## config.mk

```make
export PLATFORM = sky130hd
export DESIGN_NAME = packed_row_sprite_scaler_flat
export DESIGN_NICKNAME = d
export VERILOG_FILES = /design/src/sv/prs_pkg.sv /design/src/sv/prs_if.sv /design/src/sv/prs_ram.sv /design/src/sv/prs_scale.sv /design/src/sv/packed_row_sprite_scaler.sv /design/src/flat_wrapper.sv
export SDC_FILE = /design/constraint.sdc
export NUM_CORES = 2
export LEC_CHECK = 0
export ABC_AREA = 1
export CORE_UTILIZATION = 35
export CTS_BUF_LIST = sky130_fd_sc_hd__clkbuf_4
export CTS_CLUSTER_DIAMETER = 120
export DETAILED_ROUTE_END_ITERATION = 10
export DONT_BUFFER_PORTS = 1
export GPL_TIMING_DRIVEN = 1
export MAX_ROUTING_LAYER = met4
export SYNTH_ARGS = -nofsm -noshare
export SYNTH_HDL_FRONTEND = slang
export SYNTH_SLANG_ARGS = --single-unit
```

## constraint.sdc

```tcl
create_clock -name clk -period 7.6 [get_ports clk]
set_clock_uncertainty 0.2 [all_clocks]
set_input_delay 0.76 -clock clk [delete_from_list [all_inputs] [get_ports clk]]
set_output_delay 0.76 -clock clk [all_outputs]
set_load 0.02 [all_outputs]
```

## src/sv/prs_pkg.sv

```systemverilog
// prs_pkg: shared constants, codes, state encoding and helpers for the packed row sprite scaler
// no dependencies; compiled first
package prs_pkg;

  localparam int PAL_ENTRIES = 32;
  localparam int PAL_AW      = $clog2(PAL_ENTRIES);
  localparam int FRAC_BITS   = 12;
  localparam int COLOR_W     = 16;
  localparam int X_W         = 21;
  localparam int Y_W         = 16;
  localparam int LEN_W       = 8;
  localparam int XS_W        = 16;
  localparam int PROD_W      = LEN_W + XS_W;
  localparam int ACC_W       = PROD_W + 1;
  localparam int CNT_W       = ACC_W - FRAC_BITS;
  localparam int MAX_RESULTS = 64;
  localparam int PIX_W       = $clog2(MAX_RESULTS) + 1;
  localparam int CFG_IDX_W   = 3;
  localparam int CFG_DATA_W  = 16;

  localparam logic [2:0] RUN_MASK = 3'h7;

  localparam logic signed [X_W-1:0] CUR_MAX = {1'b0, {(X_W-1){1'b1}}};
  localparam logic signed [X_W-1:0] CUR_MIN = {1'b1, {(X_W-1){1'b0}}};

  // request and result codes
  localparam logic OP_ROW_BYTE  = 1'b0;
  localparam logic OP_PALETTE   = 1'b1;
  localparam logic KIND_PIXEL   = 1'b0;
  localparam logic KIND_ROW_END = 1'b1;
  localparam logic ST_OK        = 1'b0;
  localparam logic ST_INVALID   = 1'b1;

  typedef enum logic [CFG_IDX_W-1:0] {
    CFG_LOGICAL_WIDTH   = 3'd0,
    CFG_X_SCALE         = 3'd1,
    CFG_START_REMAINDER = 3'd2,
    CFG_X_STEP_LEFT     = 3'd3,
    CFG_ORIGIN_X        = 3'd4,
    CFG_SURFACE_WIDTH   = 3'd5,
    CFG_SURFACE_HEIGHT  = 3'd6
  } cfg_idx_t;

  typedef enum logic [4:0] {
    S_IDLE  = 5'b00001,
    S_MUL   = 5'b00010,
    S_SCALE = 5'b00100,
    S_EMIT  = 5'b01000,
    S_DONE  = 5'b10000
  } state_t;

  // clamp a widened cursor sum into the signed cursor range
  function automatic logic signed [X_W-1:0] sat_cursor(input logic signed [X_W+1:0] v);
    logic signed [X_W+1:0] hi;
    logic signed [X_W+1:0] lo;
    hi = {{2{CUR_MAX[X_W-1]}}, CUR_MAX};
    lo = {{2{CUR_MIN[X_W-1]}}, CUR_MIN};
    if (v > hi) begin
      sat_cursor = CUR_MAX;
    end else if (v < lo) begin
      sat_cursor = CUR_MIN;
    end else begin
      sat_cursor = v[X_W-1:0];
    end
  endfunction

  // cursor moved by step_len in the chosen direction, saturating
  function automatic logic signed [X_W-1:0] move_cursor(input logic signed [X_W-1:0] cur,
                                                          input logic [CNT_W-1:0] step_len,
                                                          input logic left);
    logic signed [X_W+1:0] wide;
    logic signed [X_W+1:0] d;
    wide = {{2{cur[X_W-1]}}, cur};
    d    = {{(X_W+2-CNT_W){1'b0}}, step_len};
    move_cursor = sat_cursor(left ? (wide - d) : (wide + d));
  endfunction

endpackage

```

## src/sv/prs_if.sv

```systemverilog
// prs_in_if and prs_out_if: valid/ready channels for row and palette requests and for results
// depends on nothing; widths follow the request and result field definitions
interface prs_in_if;
  logic               valid;
  logic               ready;
  logic               operation;
  logic [7:0]         data_byte;
  logic signed [15:0] row_y;
  logic [4:0]         palette_index;
  logic [15:0]        palette_value;

  modport source(output valid, operation, data_byte, row_y, palette_index, palette_value,
                 input ready);
  modport sink(input valid, operation, data_byte, row_y, palette_index, palette_value,
               output ready);
endinterface

interface prs_out_if;
  logic               valid;
  logic               ready;
  logic               kind;
  logic signed [20:0] pixel_x;
  logic signed [15:0] pixel_y;
  logic [15:0]        blend_color;
  logic               visible;
  logic               status;
  logic               last;

  modport source(output valid, kind, pixel_x, pixel_y, blend_color, visible, status, last,
                 input ready);
  modport sink(input valid, kind, pixel_x, pixel_y, blend_color, visible, status, last,
               output ready);
endinterface

```

## src/sv/prs_ram.sv

```systemverilog
// prs_ram: generic single write port, single read port ram with registered read data
// no dependencies
module prs_ram #(
  parameter int WIDTH = 16,
  parameter int DEPTH = 32
) (
  input  logic                     clk,
  input  logic                     we,
  input  logic [$clog2(DEPTH)-1:0] waddr,
  input  logic [WIDTH-1:0]         wdata,
  input  logic [$clog2(DEPTH)-1:0] raddr,
  output logic [WIDTH-1:0]         rdata
);

  logic [WIDTH-1:0] mem [DEPTH];

  always_ff @(posedge clk) begin
    if (we) begin
      mem[waddr] <= wdata;
    end
    rdata <= mem[raddr];
  end

endmodule

```

## src/sv/prs_scale.sv

```systemverilog
// prs_scale: segment length times x_scale, registered, then added to the 12-bit fraction
// depends on prs_pkg
module prs_scale (
  input  logic                            clk,
  input  logic                            mul_en,
  input  logic [prs_pkg::LEN_W-1:0]       seg_len,
  input  logic [prs_pkg::XS_W-1:0]        x_scale,
  input  logic [prs_pkg::FRAC_BITS-1:0]   frac_in,
  output logic [prs_pkg::CNT_W-1:0]       cnt,
  output logic [prs_pkg::FRAC_BITS-1:0]   frac_out
);
  import prs_pkg::*;

  logic [PROD_W-1:0] prod_r;
  logic [ACC_W-1:0]  acc;

  always_ff @(posedge clk) begin
    if (mul_en) begin
      prod_r <= {{XS_W{1'b0}}, seg_len} * {{LEN_W{1'b0}}, x_scale};
    end
  end

  assign acc      = {{(ACC_W-FRAC_BITS){1'b0}}, frac_in} + {1'b0, prod_r};
  assign frac_out = acc[FRAC_BITS-1:0];
  assign cnt      = acc[ACC_W-1:FRAC_BITS];

endmodule

```

## src/sv/packed_row_sprite_scaler.sv

```systemverilog
// packed_row_sprite_scaler: top level, row byte decoder, cursor, pixel sequencer and palette ram
// depends on prs_pkg, prs_in_if/prs_out_if, prs_ram and prs_scale
// a palette write or a row byte that moves nothing is handled in the accept state; a start column or
// skip passes through S_IDLE (accept), S_MUL (multiply) and S_SCALE (accumulate); a run also sends
// its pixels, then a row-finished result if it ends the row; pixel output, one per cycle while
// out_ch.ready is high, sets the sustained rate; reset (synchronous, rst_n low) loads the register
// defaults and clears the row state; the palette ram is not cleared and holds whatever was written
module packed_row_sprite_scaler (
  input  logic                              clk,
  input  logic                              rst_n,
  prs_in_if.sink                            in_ch,
  prs_out_if.source                         out_ch,
  input  logic                              cfg_we,
  input  logic [prs_pkg::CFG_IDX_W-1:0]     cfg_index,
  input  logic [prs_pkg::CFG_DATA_W-1:0]    cfg_data
);
  import prs_pkg::*;

  // configuration registers
  logic [15:0]        lw_r;
  logic [XS_W-1:0]    xs_r;
  logic [FRAC_BITS-1:0] srem_r;
  logic               left_r;
  logic signed [15:0] org_r;
  logic [12:0]        sw_r;
  logic [12:0]        sh_r;

  // row decoding state
  state_t               state_r, state_nxt;
  logic [7:0]           row_len_r, row_len_nxt;
  logic [7:0]           bc_r, bc_nxt;
  logic [15:0]          sc_r, sc_nxt;
  logic [FRAC_BITS-1:0] frac_r, frac_nxt;
  logic signed [X_W-1:0] cur_r, cur_nxt;
  logic                 await_r, await_nxt;
  logic                 failed_r, failed_nxt;

  // per request work registers
  logic [LEN_W-1:0]     seg_len_r, seg_len_nxt;
  logic                 seg_pix_r, seg_pix_nxt;
  logic                 ends_r, ends_nxt;
  logic                 done_st_r, done_st_nxt;
  logic signed [Y_W-1:0] y_r, y_nxt;
  logic [COLOR_W-1:0]   color_r, color_nxt;
  logic signed [X_W-1:0] px_r, px_nxt;
  logic [PIX_W-1:0]     left_cnt_r, left_cnt_nxt;

  logic                 acc_in;
  logic                 out_take;
  logic [7:0]           b;
  logic [7:0]           bc_inc;
  logic                 ends;
  logic                 room_ok;
  logic [15:0]          room;
  logic [7:0]           run_len;
  logic [COLOR_W-1:0]   pal_rdata;
  logic [CNT_W-1:0]     seg_cnt;
  logic [FRAC_BITS-1:0] seg_frac;
  logic [CNT_W-1:0]     budget;
  logic [CNT_W-1:0]     npix;
  logic                 vis;

  assign in_ch.ready = (state_r == S_IDLE);
  assign acc_in      = in_ch.valid && in_ch.ready;
  assign out_take    = out_ch.valid && out_ch.ready;

  assign b       = in_ch.data_byte;
  assign bc_inc  = bc_r + 8'd1;
  assign ends    = (bc_inc >= row_len_r);
  // space left in the source row; none is checked if the column already lies beyond the width
  assign room_ok = (lw_r >= sc_r);
  assign room    = lw_r - sc_r;
  assign run_len = {5'd0, b[2:0] & RUN_MASK} + 8'd1;

  // palette store, read at the run's colour index when the byte is taken
  prs_ram #(.WIDTH(COLOR_W), .DEPTH(PAL_ENTRIES)) u_pal_ram (
    .clk   (clk),
    .we    (acc_in && (in_ch.operation == OP_PALETTE)),
    .waddr (in_ch.palette_index),
    .wdata (in_ch.palette_value),
    .raddr (b[7:3]),
    .rdata (pal_rdata)
  );

  // shared fractional scaler for start column, skips and runs
  prs_scale u_scale (
    .clk      (clk),
    .mul_en   (state_r == S_MUL),
    .seg_len  (seg_len_r),
    .x_scale  (xs_r),
    .frac_in  (frac_r),
    .cnt      (seg_cnt),
    .frac_out (seg_frac)
  );

  // the row-finished result takes one slot when the run ends its row
  assign budget = ends_r ? CNT_W'(MAX_RESULTS - 1) : CNT_W'(MAX_RESULTS);
  assign npix   = !seg_pix_r ? '0 : ((seg_cnt > budget) ? budget : seg_cnt);

  always_comb begin
    state_nxt    = state_r;
    row_len_nxt  = row_len_r;
    bc_nxt       = bc_r;
    sc_nxt       = sc_r;
    frac_nxt     = frac_r;
    cur_nxt      = cur_r;
    await_nxt    = await_r;
    failed_nxt   = failed_r;
    seg_len_nxt  = seg_len_r;
    seg_pix_nxt  = seg_pix_r;
    ends_nxt     = ends_r;
    done_st_nxt  = done_st_r;
    y_nxt        = y_r;
    color_nxt    = color_r;
    px_nxt       = px_r;
    left_cnt_nxt = left_cnt_r;

    unique case (state_r)
      S_IDLE: begin
        if (acc_in && (in_ch.operation == OP_ROW_BYTE)) begin
          y_nxt = in_ch.row_y;
          if (bc_r == 8'd0) begin
            // size byte opens a new row
            row_len_nxt = b;
            sc_nxt      = '0;
            frac_nxt    = srem_r;
            await_nxt   = 1'b0;
            failed_nxt  = (b == 8'd2);
            if (b == 8'd0) begin
              done_st_nxt = ST_INVALID;
              state_nxt   = S_DONE;
            end else if (b == 8'd1) begin
              done_st_nxt = ST_OK;
              state_nxt   = S_DONE;
            end else begin
              bc_nxt = 8'd1;
            end
          end else begin
            seg_pix_nxt = 1'b0;
            ends_nxt    = ends;
            state_nxt   = S_IDLE;
            if (!failed_r) begin
              if (bc_inc == 8'd2) begin
                // start column
                if ({8'd0, b} > lw_r) begin
                  failed_nxt = 1'b1;
                end else begin
                  sc_nxt      = {8'd0, b};
                  cur_nxt     = {{(X_W-16){org_r[15]}}, org_r};
                  seg_len_nxt = b;
                  state_nxt   = S_MUL;
                end
              end else if (await_r) begin
                await_nxt = 1'b0;
                if (room_ok && ({8'd0, b} > room)) begin
                  failed_nxt = 1'b1;
                end else begin
                  sc_nxt      = sc_r + {8'd0, b};
                  seg_len_nxt = b;
                  state_nxt   = S_MUL;
                end
              end else if (b == 8'd0) begin
                // zero packet: skip count follows, unless the row ends here
                if (ends) begin
                  failed_nxt = 1'b1;
                end else begin
                  await_nxt = 1'b1;
                end
              end else begin
                if (room_ok && ({8'd0, run_len} > room)) begin
                  failed_nxt = 1'b1;
                end else begin
                  sc_nxt      = sc_r + {8'd0, run_len};
                  seg_len_nxt = run_len;
                  seg_pix_nxt = 1'b1;
                  state_nxt   = S_MUL;
                end
              end
            end
            if (ends) begin
              bc_nxt    = 8'd0;
              await_nxt = 1'b0;
              if (state_nxt == S_IDLE) begin
                state_nxt = S_DONE;
              end
            end else begin
              bc_nxt = bc_inc;
            end
            done_st_nxt = failed_nxt ? ST_INVALID : ST_OK;
          end
        end
      end
      S_MUL: begin
        // palette read data is valid in the cycle after the byte was taken
        color_nxt = pal_rdata;
        state_nxt = S_SCALE;
      end
      S_SCALE: begin
        frac_nxt     = seg_frac;
        cur_nxt      = move_cursor(cur_r, seg_cnt, left_r);
        px_nxt       = cur_r;
        left_cnt_nxt = npix[PIX_W-1:0];
        if (npix != '0) begin
          state_nxt = S_EMIT;
        end else if (ends_r) begin
          state_nxt = S_DONE;
        end else begin
          state_nxt = S_IDLE;
        end
      end
      S_EMIT: begin
        if (out_take) begin
          px_nxt       = move_cursor(px_r, CNT_W'(1), left_r);
          left_cnt_nxt = left_cnt_r - PIX_W'(1);
          if (left_cnt_r == PIX_W'(1)) begin
            state_nxt = ends_r ? S_DONE : S_IDLE;
          end
        end
      end
      S_DONE: begin
        if (out_take) begin
          state_nxt = S_IDLE;
        end
      end
      default: begin
        state_nxt = S_IDLE;
      end
    endcase
  end

  // control state and configuration
  always_ff @(posedge clk) begin
    if (!rst_n) begin
      state_r   <= S_IDLE;
      row_len_r <= '0;
      bc_r      <= '0;
      sc_r      <= '0;
      frac_r    <= '0;
      cur_r     <= '0;
      await_r   <= 1'b0;
      failed_r  <= 1'b0;
      lw_r      <= 16'd256;
      xs_r      <= 16'd4096;
      srem_r    <= '0;
      left_r    <= 1'b0;
      org_r     <= '0;
      sw_r      <= 13'd320;
      sh_r      <= 13'd240;
    end else begin
      state_r   <= state_nxt;
      row_len_r <= row_len_nxt;
      bc_r      <= bc_nxt;
      sc_r      <= sc_nxt;
      frac_r    <= frac_nxt;
      cur_r     <= cur_nxt;
      await_r   <= await_nxt;
      failed_r  <= failed_nxt;
      if (cfg_we) begin
        unique case (cfg_idx_t'(cfg_index))
          CFG_LOGICAL_WIDTH:   lw_r   <= cfg_data;
          CFG_X_SCALE:         xs_r   <= cfg_data;
          CFG_START_REMAINDER: srem_r <= cfg_data[FRAC_BITS-1:0];
          CFG_X_STEP_LEFT:     left_r <= cfg_data[0];
          CFG_ORIGIN_X:        org_r  <= cfg_data;
          CFG_SURFACE_WIDTH:   sw_r   <= cfg_data[12:0];
          CFG_SURFACE_HEIGHT:  sh_r   <= cfg_data[12:0];
          default: ;
        endcase
      end
    end
  end

  // payload registers, no reset needed
  always_ff @(posedge clk) begin
    seg_len_r  <= seg_len_nxt;
    seg_pix_r  <= seg_pix_nxt;
    ends_r     <= ends_nxt;
    done_st_r  <= done_st_nxt;
    y_r        <= y_nxt;
    color_r    <= color_nxt;
    px_r       <= px_nxt;
    left_cnt_r <= left_cnt_nxt;
  end

  // clip test against the destination surface
  assign vis = !px_r[X_W-1] && !y_r[Y_W-1] &&
               ({7'd0, px_r[X_W-2:0]} < {14'd0, sw_r}) &&
               ({2'd0, y_r[Y_W-2:0]} < {4'd0, sh_r});

  // result channel, driven from the work registers
  assign out_ch.valid       = (state_r == S_EMIT) || (state_r == S_DONE);
  assign out_ch.kind        = (state_r == S_DONE) ? KIND_ROW_END : KIND_PIXEL;
  assign out_ch.pixel_x     = (state_r == S_EMIT) ? px_r : '0;
  assign out_ch.pixel_y     = (state_r == S_EMIT) ? y_r : '0;
  assign out_ch.blend_color = (state_r == S_EMIT) ? color_r : '0;
  assign out_ch.visible     = (state_r == S_EMIT) && vis;
  assign out_ch.status      = (state_r == S_DONE) ? done_st_r : ST_OK;
  // the last pixel of a run is final only when no row-finished result follows
  assign out_ch.last        = (state_r == S_DONE) ||
                              ((left_cnt_r == PIX_W'(1)) && !ends_r);

endmodule

```

## src/flat_wrapper.sv

```systemverilog
// flat-port wrapper written by rule: the top's interface ports become plain ports
module packed_row_sprite_scaler_flat import prs_pkg::*;
  (clk, rst_n, cfg_we, cfg_index, cfg_data, in_ch_valid, in_ch_operation, in_ch_data_byte, in_ch_row_y, in_ch_palette_index, in_ch_palette_value, in_ch_ready, out_ch_valid, out_ch_kind, out_ch_pixel_x, out_ch_pixel_y, out_ch_blend_color, out_ch_visible, out_ch_status, out_ch_last, out_ch_ready);
  prs_in_if in_ch_i ();
  prs_out_if out_ch_i ();
  input  logic clk;
  input  logic rst_n;
  input  logic cfg_we;
  input  logic [prs_pkg::CFG_IDX_W-1:0] cfg_index;
  input  logic [prs_pkg::CFG_DATA_W-1:0] cfg_data;
  input wire logic [$bits(in_ch_i.valid)-1:0] in_ch_valid;
  input wire logic [$bits(in_ch_i.operation)-1:0] in_ch_operation;
  input wire logic [$bits(in_ch_i.data_byte)-1:0] in_ch_data_byte;
  input wire logic [$bits(in_ch_i.row_y)-1:0] in_ch_row_y;
  input wire logic [$bits(in_ch_i.palette_index)-1:0] in_ch_palette_index;
  input wire logic [$bits(in_ch_i.palette_value)-1:0] in_ch_palette_value;
  output wire logic [$bits(in_ch_i.ready)-1:0] in_ch_ready;
  output wire logic [$bits(out_ch_i.valid)-1:0] out_ch_valid;
  output wire logic [$bits(out_ch_i.kind)-1:0] out_ch_kind;
  output wire logic [$bits(out_ch_i.pixel_x)-1:0] out_ch_pixel_x;
  output wire logic [$bits(out_ch_i.pixel_y)-1:0] out_ch_pixel_y;
  output wire logic [$bits(out_ch_i.blend_color)-1:0] out_ch_blend_color;
  output wire logic [$bits(out_ch_i.visible)-1:0] out_ch_visible;
  output wire logic [$bits(out_ch_i.status)-1:0] out_ch_status;
  output wire logic [$bits(out_ch_i.last)-1:0] out_ch_last;
  input wire logic [$bits(out_ch_i.ready)-1:0] out_ch_ready;
  assign in_ch_i.valid = in_ch_valid;
  assign in_ch_i.operation = in_ch_operation;
  assign in_ch_i.data_byte = in_ch_data_byte;
  assign in_ch_i.row_y = in_ch_row_y;
  assign in_ch_i.palette_index = in_ch_palette_index;
  assign in_ch_i.palette_value = in_ch_palette_value;
  assign in_ch_ready = in_ch_i.ready;
  assign out_ch_valid = out_ch_i.valid;
  assign out_ch_kind = out_ch_i.kind;
  assign out_ch_pixel_x = out_ch_i.pixel_x;
  assign out_ch_pixel_y = out_ch_i.pixel_y;
  assign out_ch_blend_color = out_ch_i.blend_color;
  assign out_ch_visible = out_ch_i.visible;
  assign out_ch_status = out_ch_i.status;
  assign out_ch_last = out_ch_i.last;
  assign out_ch_i.ready = out_ch_ready;
  packed_row_sprite_scaler u_core (.clk(clk), .rst_n(rst_n), .in_ch(in_ch_i), .out_ch(out_ch_i), .cfg_we(cfg_we), .cfg_index(cfg_index), .cfg_data(cfg_data));
endmodule
```

==> metrics.md <==
| Metric | Value |
|---|---|
| Max VDD drop | 171.4 uV |
| Ys flop type | edfxtp_1 |
| Fraction of layout cells with a size suffix above 1 | between 10% and 20% |
| Die area | about 120000 sq um |
| Post-Synthesis Cells | approximately 4.4k |
| Total CTS buffers | between 200 and 250 |
| GRT Total Usage | 21.39% |
| CP max stage cell | fa_1 |
| CP dominant cell by count | nand3_1 |
| Global route total overflow | 0 |
| Initial Util | a little over a third |
| Crit Path Class | flop to flop |
| CTS root buffer | clkbuf_4 |
| Post-route ant nets | 0 |
| Combinational fraction of design power | between 10% and 20% |
| GPL Wtd Cong | 0.9471 |
| Drt drc | 0 |
| Port Buf Inserts | 0 |
| NumNets Final | 4966 |
| Post-synthesis cell area | ~41000 sq um |
| Worst slew margin | between 10% and 20% |
| FP Rows | ~130 |
| Max-slew violation count | 0 |
| Clock Power Share | a little under two fifths |
| Startpoint types | flop |
| CP max stage delay | about 0.42 ns |
| Largest net degree at the start of global routing | 190 |
| Hold Path Class | primary input to flop |
| R2R setup slack | 1.91 ns |
| MaxCap Viol Count | 0 |
| Vias | roughly 33k |
| Worst slew pin tran | around 1.2 ns |
| Switching Power | 3.056 mW |
| EDFF count, synth | between 600 and 700 |
| Commonest non-fill, non-tap cell in the layout | nor2_1 |
| Detailed Route WL | ~130 mm |
| Synth unique cells | 67 |
| Final setup viols | 0 |
| Placed Cells incl. Taps | approximately 5.8k |
| Min-delay src | in_ch_data_byte[7] |
| Vias in the first global route | 32.18k |
| Area grow syn2layout | 13.77% |
| Switching Fraction | about 30% |
| Post-Syn Area per Cell | 9.352 sq um |
| Clk sinks | 782 |
| Final period util | between 70% and 80% |
| Synth Register Bits | slightly below 800 |
| Post-CTS sizing | 0 |
| Most frequent cells in the layout | 706 x nor2_1, 607 x edfxtp_1, 570 x nand2_1, 497 x inv_1, 486 x o21ai_0 |
| Register area share after synthesis | a little over half |
| P_int | 7.161 mW |
| Reg2reg end | u_core.cur_r[1] |
| Area after DPL | between 40000 and 50000 sq um |
| Data required, critical path | approximately 8.5 ns |
| Post-synth ARST share | 0% |
| CP max FO | 14 |
| Design area | between 40000 and 50000 sq um |
| Syn Nets | approximately 4.8k |
| Chip height | between 300 and 400 microns |
| First-pass GRT wire length | roughly 190 mm |
| Unrepaired setup endpoints after global routing | false |
| Core area | between 100000 and 150000 sq um |
| Pre-antenna DRT Iters | 5 |
| Arr. time, crit path | around 6.6 ns |
| Worst-path clk slew | around 0.07 ns |
| Final Critical Period | around 5.7 ns |
| Crit path capture type | flop |
| Via density | between 5 and 6 |
| R2r worst-path depth | 27 |
| Total power draw | ~10 mW |
| Worst-case clock buffer depth | 3 |
| Worst-skew pair later-pin latency | 1.20 ns |
| Outcome | complete, no violations |
| Final hold vios | 0 |
| Hold path cells | 7 |
| Hold Slack | 0.1151 ns |
| Die Span X | 346.0 microns |
| Setup TNS Final | 0 ns |
| Initial antenna violation count | 25 |
| Fin util | 40.38% |
| Power per cell area | 216.9 nW/um^2 |
| Placed wire-length estimate | just under 80 mm |
| I/O pins | ~130 |
| Cts hold-fix bufs | around 130 |
| Final Worst Setup Slack | approximately 1.9 ns |
| Post-route non-filler standard cell count | around 6.3k |
| Setup bufs post-CTS | 0 |
| H-tree levels | 4 |
| P_leak | about 19 nW |
| Placement Setup Slack | 1.915 ns |
| Detailed router's first-iteration violation count | a little over 3k |
| Seq pwr share | 47.4% |
| WHS Endpoint | u_core.sc_r[8] |
| TritonCTS clock tree | done |
| Worst reg2reg path startpoint | u_core.u_scale.prod_r[0] |
| F_max | 0.1758 GHz |
| WL/cell | approximately 20 microns |
| Syn. warnings | 0 |
-- layer usage --
metal  GRT usage, %  wire length (microns)
met2          32.95                  57320
met1          26.96                  53720
met3          5.167                  10770
met4          8.608                   3864
met5              -                      0
-- sequential cells by signal (all words and copies together) (netlist names), 5 cells and up --
register                flops
u_core.sc_r                16
u_core.px_r                21
u_core.seg_len_r            8
u_core.color_r             16
u_core.sh_r                13
u_core.y_r                 16
u_core.u_scale.prod_r      24
u_core.lw_r                16
u_core.org_r               16
u_core.xs_r                16
u_core.u_pal_ram.rdata     16
u_core.u_pal_ram.mem      512
u_core.left_cnt_r           7
u_core.srem_r              12
u_core.bc_r                 8
u_core.cur_r               21
u_core.sw_r                13
u_core.row_len_r            8
u_core.frac_r              12
u_core.state_r              5
-- power by group through the flow --
stage	combinational (mW)	clock, mW	sequential, mW
finish	1.61	3.76	4.84
global route	1.79	4.09	4.85
CTS	1.60	3.86	4.84
detailed placement	1.42	0	4.94
global placement	1.41	0	4.93
floorplan	1.10	0	4.88
-- cells by family (layout without fill, tap and decap cells) --
kind of cell	count (synthesis)	after routing	share of synthesized area, %
adder cells (fa/ha/maj)	281	281	10.10
multiplexers	1	1	0.02417
XOR/XNOR	99	99	2.148
buffers and inverters	717	1057	6.569
AND/OR/NAND/NOR	1556	1556	15.47
other	0	20	0
flip-flops	782	782	52.48
AO/OA/AOI/OAI	992	992	13.21
-- cells in the mapped netlist (all sizes together) (2+ instances only) --
master   number  area [sq um]
o211ai       23         172.7
a211oi        5         37.54
a311oi        2         17.52
dfxtp       175          3503
nand2       591          2286
buf          16         87.58
o21a          5         37.54
or4           2         15.01
a21oi       256          1292
o221ai       18         157.7
a221oi        6         52.55
a21o          3         22.52
nor3b         2         15.01
inv         513          1926
nand3b        8         63.81
a221o         3         30.03
edfxtp      607         18230
ha          192          2402
fa           89          1782
o32ai         4         35.03
clkbuf      181         679.4
o31ai         3         22.52
o2111ai       3         26.28
a21boi        5         37.54
o22ai       125         782.0
or2           4         25.03
and2          2         12.51
nor3         32         181.4
a31oi        14         87.58
nand3       137         710.7
clkinv        7         27.52
o21ai       493          2471
nor4          9         77.57
o21bai       14         105.1
nor2        737          2816
xor2         64         568.1
nand4        30         187.7
a22oi         6         45.04
xnor2        35         321.6
-- worst max-delay path, delay by kind of cell (launching register included) --
kind / cells / cell delay [ns]
XOR/XNOR: 1 / 0.23
flip-flops: 1 / 0.38
buffers and inverters: 2 / 0.25
AND/OR/NAND/NOR: 16 / 2.46
AO/OA/AOI/OAI: 4 / 1.02
adder cells (fa/ha/maj): 4 / 1.08
-- worst max-delay path by stage --
stage                                        start                         to  slack [ns]
after global placement         u_core.seg_len_r[4]  u_core.u_scale.prod_r[22]        1.97
after detailed placement  u_core.u_scale.prod_r[0]            u_core.cur_r[1]        1.91
final                     u_core.u_scale.prod_r[0]            u_core.cur_r[1]        1.91
after global routing      u_core.u_scale.prod_r[0]            u_core.cur_r[1]        1.29
after floorplan                  u_core.state_r[2]          u_core.state_r[0]        2.25
after CTS                 u_core.u_scale.prod_r[0]            u_core.cur_r[1]        1.89
-- cell type report --
type / count / area [sq um]
antenna: 20 / 50.05
fill: 11610 / 69560
inverter: 520 / 1962
sequential: 782 / 21730
timing repair buffer: 176 / 1792
clock buffer: 304 / 2282
multi-input combinational: 2929 / 17020
tap: 1524 / 1907
clock inverter: 57 / 366.6
Power figures use the tool's default switching activity.
